**src/sv/pidc_pkg.sv**
```systemverilog
// ----------------------------------------------------------------------------
// pidc_pkg: shared widths, register indexes and helpers
// Fixed-point formats and saturating arithmetic for the PID controller.
// ----------------------------------------------------------------------------
package pidc_pkg;

  localparam int ERR_W     = 16;
  localparam int FRAC_BITS = 8;
  localparam int ACC_W     = 32;
  localparam int GAIN_W    = 16;
  localparam int TI_W      = 16;
  localparam int MUL_A_W   = ERR_W + 1;
  localparam int PROD_W    = MUL_A_W + GAIN_W;
  localparam int QUOT_W    = ACC_W + FRAC_BITS;
  localparam int MUL_CNT_W = $clog2(GAIN_W);
  localparam int DIV_CNT_W = $clog2(QUOT_W);
  localparam int CFG_IDX_W = 3;
  localparam int CFG_DAT_W = 32;

  localparam logic [CFG_IDX_W-1:0] CFG_KP      = 3'd0;
  localparam logic [CFG_IDX_W-1:0] CFG_TI      = 3'd1;
  localparam logic [CFG_IDX_W-1:0] CFG_KD      = 3'd2;
  localparam logic [CFG_IDX_W-1:0] CFG_OUT_MIN = 3'd3;
  localparam logic [CFG_IDX_W-1:0] CFG_OUT_MAX = 3'd4;

  localparam logic OP_STEP  = 1'b0;
  localparam logic OP_CLEAR = 1'b1;

  localparam logic signed [ACC_W-1:0] ACC_MAX = {1'b0, {(ACC_W-1){1'b1}}};
  localparam logic signed [ACC_W-1:0] ACC_MIN = {1'b1, {(ACC_W-1){1'b0}}};

  function automatic logic signed [ACC_W-1:0] sat_add(input logic signed [ACC_W-1:0] a,
                                                      input logic signed [ACC_W-1:0] b);
    logic signed [ACC_W:0] s;
    s = {a[ACC_W-1], a} + {b[ACC_W-1], b};
    if (s[ACC_W] != s[ACC_W-1]) begin
      sat_add = s[ACC_W] ? ACC_MIN : ACC_MAX;
    end else begin
      sat_add = s[ACC_W-1:0];
    end
  endfunction

endpackage

```
**src/sv/pidc_in_if.sv**
```systemverilog
// ----------------------------------------------------------------------------
// pidc_in_if: input item channel
// Valid/ready channel carrying the operation and the error sample.
// ----------------------------------------------------------------------------
interface pidc_in_if;
  import pidc_pkg::*;

  logic                    valid;
  logic                    ready;
  logic                    op;
  logic signed [ERR_W-1:0] error_in;

  modport source(output valid, op, error_in, input ready);
  modport sink(input valid, op, error_in, output ready);
endinterface

```
**src/sv/pidc_out_if.sv**
```systemverilog
// ----------------------------------------------------------------------------
// pidc_out_if: result item channel
// Valid/ready channel carrying the clamped drive and the three terms.
// ----------------------------------------------------------------------------
interface pidc_out_if;
  import pidc_pkg::*;

  logic                    valid;
  logic                    ready;
  logic signed [ACC_W-1:0] drive;
  logic signed [ACC_W-1:0] p_term;
  logic signed [ACC_W-1:0] i_term;
  logic signed [ACC_W-1:0] d_term;

  modport source(output valid, drive, p_term, i_term, d_term, input ready);
  modport sink(input valid, drive, p_term, i_term, d_term, output ready);
endinterface

```
**src/sv/pidc_mul.sv**
```systemverilog
// ----------------------------------------------------------------------------
// pidc_mul: bit-serial signed multiplier
// Shift-add over the gain bits, one bit per cycle, sign bit subtracted.
// ----------------------------------------------------------------------------
module pidc_mul (
  input  logic                                 clk_i,
  input  logic                                 rst_ni,
  input  logic                                 start_i,
  input  logic signed [pidc_pkg::MUL_A_W-1:0]  a_i,
  input  logic signed [pidc_pkg::GAIN_W-1:0]   b_i,
  output logic                                 busy_o,
  output logic signed [pidc_pkg::PROD_W-1:0]   prod_o
);
  import pidc_pkg::*;

  localparam logic [MUL_CNT_W-1:0] LastStep = MUL_CNT_W'(GAIN_W - 1);

  logic signed [PROD_W-1:0] acc_q, acc_d, mcand_q, term;
  logic [GAIN_W-1:0]        mplier_q;
  logic [MUL_CNT_W-1:0]     cnt_q;
  logic                     busy_q;

  assign term  = mplier_q[0] ? mcand_q : '0;
  assign acc_d = (cnt_q == LastStep) ? acc_q - term : acc_q + term;

  always_ff @(posedge clk_i or negedge rst_ni) begin
    if (!rst_ni) begin
      busy_q <= 1'b0;
      cnt_q  <= '0;
    end else if (start_i) begin
      busy_q <= 1'b1;
      cnt_q  <= '0;
    end else if (busy_q) begin
      cnt_q <= cnt_q + 1'b1;
      if (cnt_q == LastStep) begin
        busy_q <= 1'b0;
      end
    end
  end

  always_ff @(posedge clk_i) begin
    if (start_i) begin
      acc_q    <= '0;
      mcand_q  <= PROD_W'(a_i);
      mplier_q <= b_i;
    end else if (busy_q) begin
      acc_q    <= acc_d;
      mcand_q  <= mcand_q <<< 1;
      mplier_q <= mplier_q >> 1;
    end
  end

  assign busy_o = busy_q;
  assign prod_o = acc_q;
endmodule

```
**src/sv/pidc_div.sv**
```systemverilog
// ----------------------------------------------------------------------------
// pidc_div: restoring divider for the integral term
// Divides |sum| scaled by the fraction bits by ti, one quotient bit per cycle.
// ----------------------------------------------------------------------------
module pidc_div (
  input  logic                                clk_i,
  input  logic                                rst_ni,
  input  logic                                start_i,
  input  logic signed [pidc_pkg::ACC_W-1:0]   dividend_i,
  input  logic [pidc_pkg::TI_W-1:0]           divisor_i,
  output logic                                busy_o,
  output logic                                neg_o,
  output logic [pidc_pkg::QUOT_W-1:0]         quot_o
);
  import pidc_pkg::*;

  localparam logic [DIV_CNT_W-1:0] LastStep = DIV_CNT_W'(QUOT_W - 1);

  logic [QUOT_W-1:0]    dvd_q;
  logic [TI_W-1:0]      rem_q;
  logic [TI_W:0]        trial, diff;
  logic [ACC_W-1:0]     mag;
  logic                 ge, neg_q, busy_q;
  logic [DIV_CNT_W-1:0] cnt_q;

  assign mag   = dividend_i[ACC_W-1] ? (~dividend_i + 1'b1) : dividend_i;
  assign trial = {rem_q, dvd_q[QUOT_W-1]};
  assign diff  = trial - {1'b0, divisor_i};
  assign ge    = trial >= {1'b0, divisor_i};

  always_ff @(posedge clk_i or negedge rst_ni) begin
    if (!rst_ni) begin
      busy_q <= 1'b0;
      cnt_q  <= '0;
    end else if (start_i) begin
      busy_q <= 1'b1;
      cnt_q  <= '0;
    end else if (busy_q) begin
      cnt_q <= cnt_q + 1'b1;
      if (cnt_q == LastStep) begin
        busy_q <= 1'b0;
      end
    end
  end

  always_ff @(posedge clk_i) begin
    if (start_i) begin
      dvd_q <= {mag, {FRAC_BITS{1'b0}}};
      rem_q <= '0;
      neg_q <= dividend_i[ACC_W-1];
    end else if (busy_q) begin
      dvd_q <= {dvd_q[QUOT_W-2:0], ge};
      rem_q <= ge ? diff[TI_W-1:0] : trial[TI_W-1:0];
    end
  end

  assign busy_o = busy_q;
  assign neg_o  = neg_q;
  assign quot_o = dvd_q;
endmodule

```
**src/sv/pid_controller_clamped.sv**
```systemverilog
// ----------------------------------------------------------------------------
// pid_controller_clamped: discrete PID step with output clamp
// A step item runs the two 16-step serial multipliers and, when ti is not zero,
// the 40-step serial divider; the result waits until every started unit is done.
// The input takes no new item until the previous step has handed its result to
// the output register; a clear item gives no result.
// Reset: gains, ti and clamps take their defaults; integral sum and previous
// error are cleared; no result is pending.
// ----------------------------------------------------------------------------
module pid_controller_clamped (
  input  logic                                 clk_i,
  input  logic                                 rst_ni,
  input  logic                                 cfg_we_i,
  input  logic [pidc_pkg::CFG_IDX_W-1:0]       cfg_idx_i,
  input  logic [pidc_pkg::CFG_DAT_W-1:0]       cfg_data_i,
  pidc_in_if.sink                              in_i,
  pidc_out_if.source                           out_o
);
  import pidc_pkg::*;

  typedef enum logic [6:0] {
    ST_IDLE   = 7'b0000001,
    ST_LOAD   = 7'b0000010,
    ST_RUN    = 7'b0000100,
    ST_ITERM  = 7'b0001000,
    ST_ADD_PI = 7'b0010000,
    ST_ADD_D  = 7'b0100000,
    ST_CLAMP  = 7'b1000000
  } state_e;

  state_e state_q, state_d;

  logic signed [GAIN_W-1:0] kp_q, kd_q;
  logic [TI_W-1:0]          ti_q;
  logic signed [ACC_W-1:0]  out_min_q, out_max_q;

  logic signed [ACC_W-1:0]  integral_sum_q;
  logic signed [ERR_W-1:0]  last_error_q, e_q;
  logic signed [MUL_A_W-1:0] diff_d, diff_q;

  logic                     in_acc, unit_start, div_start;
  logic                     mul_p_busy, mul_d_busy, div_busy, div_neg;
  logic signed [PROD_W-1:0] prod_p, prod_d, shift_p, shift_d;
  logic [QUOT_W-1:0]        quot;
  logic signed [ACC_W-1:0]  i_sat, drive_d;
  logic signed [ACC_W-1:0]  p_q, i_q, d_q, sum_pi_q, total_q;
  logic signed [ACC_W-1:0]  out_drive_q, out_p_q, out_i_q, out_d_q;
  logic                     out_vld_q, out_free;

  assign in_i.ready = (state_q == ST_IDLE);
  assign in_acc     = in_i.valid && in_i.ready;
  assign out_free   = !out_vld_q || out_o.ready;
  assign unit_start = (state_q == ST_LOAD);
  assign div_start  = unit_start && (ti_q != '0);
  assign diff_d     = {in_i.error_in[ERR_W-1], in_i.error_in}
                    - {last_error_q[ERR_W-1], last_error_q};

  always_ff @(posedge clk_i or negedge rst_ni) begin
    if (!rst_ni) begin
      kp_q      <= GAIN_W'(256);
      ti_q      <= '0;
      kd_q      <= '0;
      out_min_q <= ACC_MIN;
      out_max_q <= ACC_MAX;
    end else if (cfg_we_i) begin
      case (cfg_idx_i)
        CFG_KP:      kp_q      <= cfg_data_i[GAIN_W-1:0];
        CFG_TI:      ti_q      <= cfg_data_i[TI_W-1:0];
        CFG_KD:      kd_q      <= cfg_data_i[GAIN_W-1:0];
        CFG_OUT_MIN: out_min_q <= cfg_data_i[ACC_W-1:0];
        CFG_OUT_MAX: out_max_q <= cfg_data_i[ACC_W-1:0];
        default: ;
      endcase
    end
  end

  always_comb begin
    state_d = state_q;
    case (state_q)
      ST_IDLE:   if (in_acc && (in_i.op == OP_STEP)) state_d = ST_LOAD;
      ST_LOAD:   state_d = ST_RUN;
      ST_RUN:    if (!mul_p_busy && !mul_d_busy && !div_busy) state_d = ST_ITERM;
      ST_ITERM:  state_d = ST_ADD_PI;
      ST_ADD_PI: state_d = ST_ADD_D;
      ST_ADD_D:  state_d = ST_CLAMP;
      ST_CLAMP:  if (out_free) state_d = ST_IDLE;
      default:   state_d = ST_IDLE;
    endcase
  end

  always_ff @(posedge clk_i or negedge rst_ni) begin
    if (!rst_ni) begin
      state_q        <= ST_IDLE;
      integral_sum_q <= '0;
      last_error_q   <= '0;
      out_vld_q      <= 1'b0;
    end else begin
      state_q <= state_d;
      if (in_acc) begin
        if (in_i.op == OP_CLEAR) begin
          integral_sum_q <= '0;
          last_error_q   <= '0;
        end else begin
          last_error_q <= in_i.error_in;
          if (ti_q != '0) begin
            integral_sum_q <= sat_add(integral_sum_q,
                                      {{(ACC_W-ERR_W){in_i.error_in[ERR_W-1]}}, in_i.error_in});
          end
        end
      end
      if (state_q == ST_CLAMP && out_free) begin
        out_vld_q <= 1'b1;
      end else if (out_o.ready) begin
        out_vld_q <= 1'b0;
      end
    end
  end

  pidc_mul u_mul_p (
    .clk_i   (clk_i),
    .rst_ni  (rst_ni),
    .start_i (unit_start),
    .a_i     ({e_q[ERR_W-1], e_q}),
    .b_i     (kp_q),
    .busy_o  (mul_p_busy),
    .prod_o  (prod_p)
  );

  pidc_mul u_mul_d (
    .clk_i   (clk_i),
    .rst_ni  (rst_ni),
    .start_i (unit_start),
    .a_i     (diff_q),
    .b_i     (kd_q),
    .busy_o  (mul_d_busy),
    .prod_o  (prod_d)
  );

  pidc_div u_div (
    .clk_i      (clk_i),
    .rst_ni     (rst_ni),
    .start_i    (div_start),
    .dividend_i (integral_sum_q),
    .divisor_i  (ti_q),
    .busy_o     (div_busy),
    .neg_o      (div_neg),
    .quot_o     (quot)
  );

  assign shift_p = prod_p >>> FRAC_BITS;
  assign shift_d = prod_d >>> FRAC_BITS;

  always_comb begin
    if (div_neg) begin
      if ((|quot[QUOT_W-1:ACC_W]) || (quot[ACC_W-1] && (|quot[ACC_W-2:0]))) begin
        i_sat = ACC_MIN;
      end else begin
        i_sat = ~quot[ACC_W-1:0] + 1'b1;
      end
    end else if (|quot[QUOT_W-1:ACC_W-1]) begin
      i_sat = ACC_MAX;
    end else begin
      i_sat = quot[ACC_W-1:0];
    end
  end

  always_comb begin
    if (total_q < out_min_q) begin
      drive_d = out_min_q;
    end else if (total_q > out_max_q) begin
      drive_d = out_max_q;
    end else begin
      drive_d = total_q;
    end
  end

  always_ff @(posedge clk_i) begin
    if (in_acc) begin
      e_q    <= in_i.error_in;
      diff_q <= diff_d;
    end
    if (state_q == ST_ITERM) begin
      p_q <= shift_p[ACC_W-1:0];
      d_q <= shift_d[ACC_W-1:0];
      i_q <= (ti_q != '0) ? i_sat : '0;
    end
    if (state_q == ST_ADD_PI) begin
      sum_pi_q <= sat_add(p_q, i_q);
    end
    if (state_q == ST_ADD_D) begin
      total_q <= sat_add(sum_pi_q, d_q);
    end
    if (state_q == ST_CLAMP && out_free) begin
      out_drive_q <= drive_d;
      out_p_q     <= p_q;
      out_i_q     <= i_q;
      out_d_q     <= d_q;
    end
  end

  assign out_o.valid  = out_vld_q;
  assign out_o.drive  = out_drive_q;
  assign out_o.p_term = out_p_q;
  assign out_o.i_term = out_i_q;
  assign out_o.d_term = out_d_q;

`ifndef SYNTHESIS
  a_step_loads: assert property (@(posedge clk_i) disable iff (!rst_ni)
    (in_acc && (in_i.op == OP_STEP)) |=> (state_q == ST_LOAD))
    else $error("step item did not start the units");

  a_clear_zeroes: assert property (@(posedge clk_i) disable iff (!rst_ni)
    (in_acc && (in_i.op == OP_CLEAR)) |=> (integral_sum_q == '0 && last_error_q == '0))
    else $error("clear item left state behind");

  a_idle_units: assert property (@(posedge clk_i) disable iff (!rst_ni)
    in_i.ready |-> (!mul_p_busy && !mul_d_busy && !div_busy))
    else $error("ready while an arithmetic unit is busy");

  a_result_source: assert property (@(posedge clk_i) disable iff (!rst_ni)
    $rose(out_vld_q) |-> $past(state_q == ST_CLAMP))
    else $error("result raised outside the clamp stage");

  a_start_free: assert property (@(posedge clk_i) disable iff (!rst_ni)
    unit_start |-> (!mul_p_busy && !mul_d_busy && !div_busy))
    else $error("unit restarted while busy");
`endif
endmodule

```
**src/flat_wrapper.sv**
```systemverilog
// flat-port wrapper written by rule: the top's interface ports become plain ports
module pid_controller_clamped_flat import pidc_pkg::*;
  (clk_i, rst_ni, cfg_we_i, cfg_idx_i, cfg_data_i, in_i_valid, in_i_op, in_i_error_in, in_i_ready, out_o_valid, out_o_drive, out_o_p_term, out_o_i_term, out_o_d_term, out_o_ready);
  pidc_in_if in_i_i ();
  pidc_out_if out_o_i ();
  input  logic clk_i;
  input  logic rst_ni;
  input  logic cfg_we_i;
  input  logic [pidc_pkg::CFG_IDX_W-1:0] cfg_idx_i;
  input  logic [pidc_pkg::CFG_DAT_W-1:0] cfg_data_i;
  input wire logic [$bits(in_i_i.valid)-1:0] in_i_valid;
  input wire logic [$bits(in_i_i.op)-1:0] in_i_op;
  input wire logic [$bits(in_i_i.error_in)-1:0] in_i_error_in;
  output wire logic [$bits(in_i_i.ready)-1:0] in_i_ready;
  output wire logic [$bits(out_o_i.valid)-1:0] out_o_valid;
  output wire logic [$bits(out_o_i.drive)-1:0] out_o_drive;
  output wire logic [$bits(out_o_i.p_term)-1:0] out_o_p_term;
  output wire logic [$bits(out_o_i.i_term)-1:0] out_o_i_term;
  output wire logic [$bits(out_o_i.d_term)-1:0] out_o_d_term;
  input wire logic [$bits(out_o_i.ready)-1:0] out_o_ready;
  assign in_i_i.valid = in_i_valid;
  assign in_i_i.op = in_i_op;
  assign in_i_i.error_in = in_i_error_in;
  assign in_i_ready = in_i_i.ready;
  assign out_o_valid = out_o_i.valid;
  assign out_o_drive = out_o_i.drive;
  assign out_o_p_term = out_o_i.p_term;
  assign out_o_i_term = out_o_i.i_term;
  assign out_o_d_term = out_o_i.d_term;
  assign out_o_i.ready = out_o_ready;
  pid_controller_clamped u_core (.clk_i(clk_i), .rst_ni(rst_ni), .cfg_we_i(cfg_we_i), .cfg_idx_i(cfg_idx_i), .cfg_data_i(cfg_data_i), .in_i(in_i_i), .out_o(out_o_i));
endmodule
```
**config.mk**
```make
export PLATFORM = sky130hd
export DESIGN_NAME = pid_controller_clamped_flat
export DESIGN_NICKNAME = d
export VERILOG_FILES = /design/src/sv/pidc_pkg.sv /design/src/sv/pidc_in_if.sv /design/src/sv/pidc_out_if.sv /design/src/sv/pidc_mul.sv /design/src/sv/pidc_div.sv /design/src/sv/pid_controller_clamped.sv /design/src/flat_wrapper.sv
export SDC_FILE = /design/constraint.sdc
export NUM_CORES = 2
export LEC_CHECK = 0
export ABC_AREA = 1
export BUFFER_PORTS_ARGS = -buffer_cell sky130_fd_sc_hd__buf_2
export CAP_MARGIN = 10
export CORE_ASPECT_RATIO = 2
export CORE_MARGIN = 4
export CORE_UTILIZATION = 58
export CTS_BUF_LIST = sky130_fd_sc_hd__clkbuf_2 sky130_fd_sc_hd__clkbuf_4 sky130_fd_sc_hd__clkbuf_8
export CTS_CLUSTER_SIZE = 30
export DETAILED_ROUTE_END_ITERATION = 10
export PLACE_DENSITY = 0.82
export SYNTH_ARGS = -nofsm -noshare
export SYNTH_HDL_FRONTEND = slang
export SYNTH_SLANG_ARGS = --single-unit
```
**constraint.sdc**
```tcl
create_clock -name clk_i -period 9.8 [get_ports clk_i]
set_input_delay 0 -clock clk_i [delete_from_list [all_inputs] [get_ports clk_i]]
set_output_delay 0 -clock clk_i [all_outputs]
set_load 0.005 [all_outputs]
```
-- Word-level counts from Yosys, hierarchy flattened
Cells that the tools add are included.
Widths: inputs -> output; s select.
- register bits: 699
- input port bits: 57
- output and inout bits: 130
- word-level logic and storage cells: 157
- $add $sub $neg: 14
- magnitude comparators: 3
- equality and inequality tests: 20
- muxes and demuxes: 51
- bitwise logic cells: 3
- reductions and logical operators: 30
- operators by type and width (kind ; count):
    $mux 32 ; 14
    $mux 33 ; 8
    $mux 16 ; 6
    $mux 40 ; 2
    $add 33x33->33 ; 2
    $sub 33x33->33 ; 2
    $add 32x1->32 const B ; 2
    $not 32->32 ; 2
    $pmux 7 s7 ; 1
    $add 25x32->33 ; 1
    $add 32x16->33 ; 1
    $add 32x25->33 ; 1
    $gt 32x32->1 ; 1
    $lt 32x32->1 ; 1
    $reduce_or 31->1 ; 1
    $mux 7 ; 3
    $ge 17x16->1 ; 1
    $sub 16x16->17 ; 1
    $mux 4 ; 4
    $reduce_bool 16->1 ; 1
    $sub 16x16->16 ; 1
    $mux 6 ; 2
    $reduce_and 2->1 ; 6
    $mux 1 ; 11
    26 further kinds ; 46

-- Depth between registers and ports, before layout
- word-level depth: 5
- mapped depth: 28
- depth with buffers taken out: 27

-- Cells and area by module
From an unflattened synthesis, not the netlist that was laid out.
- cell total of the unflattened synthesis: 5700
- area total of the unflattened synthesis: 44123.6 µm²
- by module, submodules not included (module ; times used ; cells each ; area an instance (µm²) ; seq. area each (µm²)):
    pid_controller_clamped ; 1 ; 3066 ; 26464.1 ; 13045.0
    pidc_mul ; 2 ; 950 ; 6452.4 ; 2257.2
    pidc_div ; 1 ; 734 ; 4754.6 ; 1646.6

-- Worst setup path after synthesis
No wires, ideal clock.
- path type: reg2reg
- start point: register u_core.state_q[4]
- end point: register u_core.d_q[0], enable pin
- library setup time: 0.727 ns
- arrival: 8.357 ns
- required time: 9.073 ns
- slack: 0.716 ns
- stages on the path, launching flop included: 4
- path buffers: 0
- cell sequence: dfrtp_1 > inv_2 > nand3_2 > nor4_1
- longest elaborated chain between the ends: 1
- RTL lines (what ; line ; RTL):
    start, declared ; pid_controller_clamped.sv:31 ; state_e state_q, state_d;
    start signal, assigned ; pid_controller_clamped.sv:98 ; state_q <= state_d;
    $eq 7x4->1 ; pid_controller_clamped.sv:182 ; if (state_q == ST_ITERM) begin
    end signal, assigned ; pid_controller_clamped.sv:184 ; d_q <= shift_d[ACC_W-1:0];
    end, declared ; pid_controller_clamped.sv:46 ; logic signed [ACC_W-1:0] p_q, i_q, d_q, sum_pi_q, total_q;
Every way passes these cells.
A chain may end at the register's enable or synchronous reset.

-- Final worst setup path
- start point: register u_core.state_q[2]
- end point: register u_core.u_div.dvd_q[10], in the netlist u_core.u_div.quot_o[10] (data pin)
- longest elaborated chain between the ends: 3
- RTL lines (what ; line ; RTL):
    $eq 7x2->1 ; pid_controller_clamped.sv:53 ; assign unit_start = (state_q == ST_LOAD);
    $logic_and 1x1->1 ; pid_controller_clamped.sv:54 ; assign div_start = unit_start && (ti_q != '0);
    $mux 40 ; pidc_div.sv:47 ; if (start_i) begin
    end signal, assigned ; pidc_div.sv:48 ; dvd_q <= {mag, {FRAC_BITS{1'b0}}};
    end signal, assigned ; pidc_div.sv:52 ; dvd_q <= {dvd_q[QUOT_W-2:0], ge};
    end, declared ; pidc_div.sv:19 ; logic [QUOT_W-1:0] dvd_q;
Every way passes these cells.

==> summary.md <==
| Metric | Value |
|---|---|
| Crit path max-delay family | simple AND/OR/NAND/NOR gates |
| H-tree levels | 3 |
| Post-synthesis register bit count | about 700 |
| Hold Path Depth | 4 |
| Row count | 141 |
| Synth Instances | 5488 |
| Hold Slack | roughly 0.078 ns |
| Mapped Nets | about 5.8k |
| Final setup fails | 0 |
| Vias per cell | between 5 and 6 |
| Worst r2r src | u_core.state_q[2] |
| Vias in the first global route | a little under 40k |
| Hold crit path type | primary input to register |
| RD Place Congestion | 1.05 |
| Routed len/inst | between 15 and 20 µm |
| Power per Cell Area | 331 nW/µm² |
| Req. time, crit path | roughly 10 ns |
| Largest net degree at the start of global routing | 84 |
| Min-Delay Startpoint | cfg_data_i[28] |
| Total track usage | 32.6% |
| Prevailing post-synth register cell | edfxtp_1 |
| Post-DP HPWL | approximately 100000 µm |
| Residual DRC count | 0 |
| Initial Util | ~60% |
| Slowest CP cell | nand2_1 |
| Post-synth EDFFs | 424 |
| Syn_area_per_cell | 7.93 µm² |
| Worst skew pair latency | about 0.8 ns |
| Dpl cells | around 6.5k |
| Rel. slew slack | 23.6% |
| Worst Hold End | u_core.out_max_q[28] |
| Fin util | around two thirds |
| Global route overflow | 0 |
| Max cap viols | 0 |
| WS Path Type | register to register |
| Arrival time worst endpoint | 4.59 ns |
| Pleak | between 20 and 25 nW |
| Cts bufs inserted | between 90 and 100 |
| IO buf count | about 190 |
| CTS Sinks | 699 |
| Die Ht | 395 µm |
| Area growth from synthesis to layout | 11.0% |
| Share of layout cells above drive strength 1 | about a tenth |
| Final Hold Viols | 0 |
| Max VDD drop | roughly 180 µV |
| Period utilisation layout | 41.5% |
| Reg-to-reg slack, setup | 5.73 ns |
| Max Slew Vio Count | 0 |
| CTS max path bufs | 3 |
| CTS root buf | clkbuf_8 |
| Synth unique cells | 59 |
| YS warnings | 0 |
| Worst Max-Slew Pin Slew | approximately 1.1 ns |
| Worst Setup End Kind | register |
| Die Wd | 202 µm |
| Crit path buf inv count | 3 |
| Reg2reg path depth | 9 |
| Synth Cell Area | between 40000 and 50000 µm² |
| Setup_tns | 0 ns |
| Layout Nets | around 6k |
| Min cycle time layout | 4.07 ns |
| First-pass GRT wire length | 205000 µm |
| Worst clock skew | slightly below 0.05 ns |
| DRT iter0 DRCs | roughly 2.8k |
| Worst reg2reg path endpoint | u_core.u_div.quot_o[10] |
| Die area | roughly 80000 µm² |
| Final Instance Count excl. Fillers | 6749 |
| Routed WL | roughly 130000 µm |
| Seq/Total Area, Yosys | 44.1% |
| Status | completed |
| Startpoint types | register |
| Async set-or-reset flop fraction in the synthesized netlist | a little over a quarter |
| CTS tree | yes |
| Final ANT Viol Nets | 0 |
| Vias | between 30k and 40k |
| Max FO, Critical Path | between 40 and 50 |
| Worst-path cell chain | nor2_1 -> inv_1 -> nor3_1 -> nand2_4 -> inv_4 -> nand2_2 -> nand2_1 -> inv_2 -> a32o_1 |
| Initial antenna violation count | 6 |
| Crit-path max cell delay | a little under 0.9 ns |
| Setup repair after global routing missed its margin | no |
| Peak Freq | approximately 250 MHz |
| Top Ports | 187 |
| Core area | 74100 µm² |
| Clk pin slew, worst setup/hold paths | approximately 0.080 ns |
| DR pass1 iterations | 6 |
-- metal layers --
layer	part of all wire (%)	track usage [%]	vias up
li1	-	-	18700
met1	33	32.9	18000
met2	52	60.1	1440
met3	5.9	4.85	491
met4	8.8	24.1	0
met5	0	0	-
-- report_power, final --
part | switching [W] | internal (W) | leakage [nW] | total (W)
logic | 0.00560 | 0.00290 | 14.6 | 0.00850
registers | 0.000637 | 0.00418 | 7.04 | 0.00482
clock network | 0.00121 | 0.00147 | 1.21 | 0.00269
-- cells by family (layout without fill, tap and decap cells) --
kind of cell,count (synthesis),count (layout),synth area share [%]
and+or+nand+nor,2706,2706,26.0
adders and majority gates,269,269,7.85
buffers and inverters,746,1076,6.98
DFF,699,699,44.1
AOI/OAI and AO/OA,862,862,10.9
other,0,2,0
xor gates and xnor gates,206,206,4.15
-- flip-flops by register name, indices dropped and copies added, names as in the netlist, 33 cells and up --
register	count
u_core.u_div.quot_o	40
u_core.u_mul_d.mcand_q	33
u_core.u_mul_d.prod_o	33
u_core.u_mul_p.mcand_q	33
u_core.u_mul_p.prod_o	33
-- worst max-delay path by stage --
stage	cells after the start	start	slack (ns)	endpoint
2_1_floorplan	3	u_core.state_q[4]	0.72	u_core.d_q[0]
3_3_place_gp	9	u_core.state_q[2]	5.79	u_core.u_div.quot_o[10]
3_5_place_dp	9	u_core.state_q[2]	5.75	u_core.u_div.quot_o[10]
4_1_cts	9	u_core.state_q[2]	5.70	u_core.u_div.quot_o[10]
5_1_grt	9	u_core.state_q[2]	5.33	u_core.u_div.quot_o[10]
6_report	9	u_core.state_q[2]	5.73	u_core.u_div.quot_o[10]
-- placed cells by master (no fill, tap or decap), types with 31 or more instances in the layout --
master and instances:
a21o_1 31, a21oi_1 306, buf_2 185, buf_4 31, clkbuf_8 112, dfrtp_1 150
dfstp_2 34, dfxtp_1 90, dlygate4sd3_1 88, edfxtp_1 424, ha_1 262, inv_1 554
nand2_1 1657, nand2_2 32, nand3_1 291, nand4_1 89, nor2_1 471, nor3_1 55
o21ai_0 368, o21bai_1 31, xnor2_1 63, xor2_1 143
-- worst min-delay path, cell delays in order --
cell,delay (ns)
dlygate4sd3_1,0.53
buf_2,0.12
inv_1,0.08
o21ai_0,0.11
-- repair_timing --
| action | CTS | global route |
|---|---|---|
| buffers inserted | 0 | 0 |
| hold buffers | 89 | 0 |
| endpoints found under the hold margin | 316 | 0 |
| resized for setup | 0 | 0 |
-- Yosys cell counts (26+ instances only) --
cell | count | area [µm²]
a21o_1 | 31 | 233
nand4_1 | 89 | 557
nand3b_1 | 26 | 195
nand3_1 | 293 | 1470
nand2_1 | 1660 | 6230
nor2_1 | 472 | 1770
dfrtp_1 | 151 | 3780
dfxtp_1 | 90 | 1800
xor2_1 | 143 | 1250
clkbuf_1 | 81 | 304
buf_4 | 31 | 233
edfxtp_1 | 424 | 12700
xnor2_1 | 63 | 552
inv_2 | 29 | 109
o21bai_1 | 31 | 233
a21oi_1 | 306 | 1530
inv_1 | 555 | 2080
ha_1 | 262 | 3280
o21ai_0 | 368 | 1840
nor3_1 | 55 | 275
nand2_2 | 30 | 188
dfstp_2 | 34 | 893
-- layout make-up --
cell class | count | area, µm²
fillers | 6283 | 25800
diodes | 2 | 5.00
flip-flops and latches | 699 | 19200
multi-input cells | 4043 | 21300
repair buffers | 306 | 2080
well taps | 929 | 1160
clock inverters | 57 | 674
clock buffers | 128 | 1660
inverters | 585 | 2200
-- metrics by stage --
step / total power [W] / setup slack, ns / cell area [µm²]
6_report: 0.0160 / 5.73 / 48300
5_1_grt: 0.0173 / 5.33 / 48300
4_1_cts: 0.0159 / 5.70 / 48300
3_5_place_dp: 0.0131 / 5.75 / 45100
3_3_place_gp: 0.0129 / 5.79 / 45100
2_1_floorplan: 0.0109 / 0.716 / 43500
(Power assumes the default switching activity.)
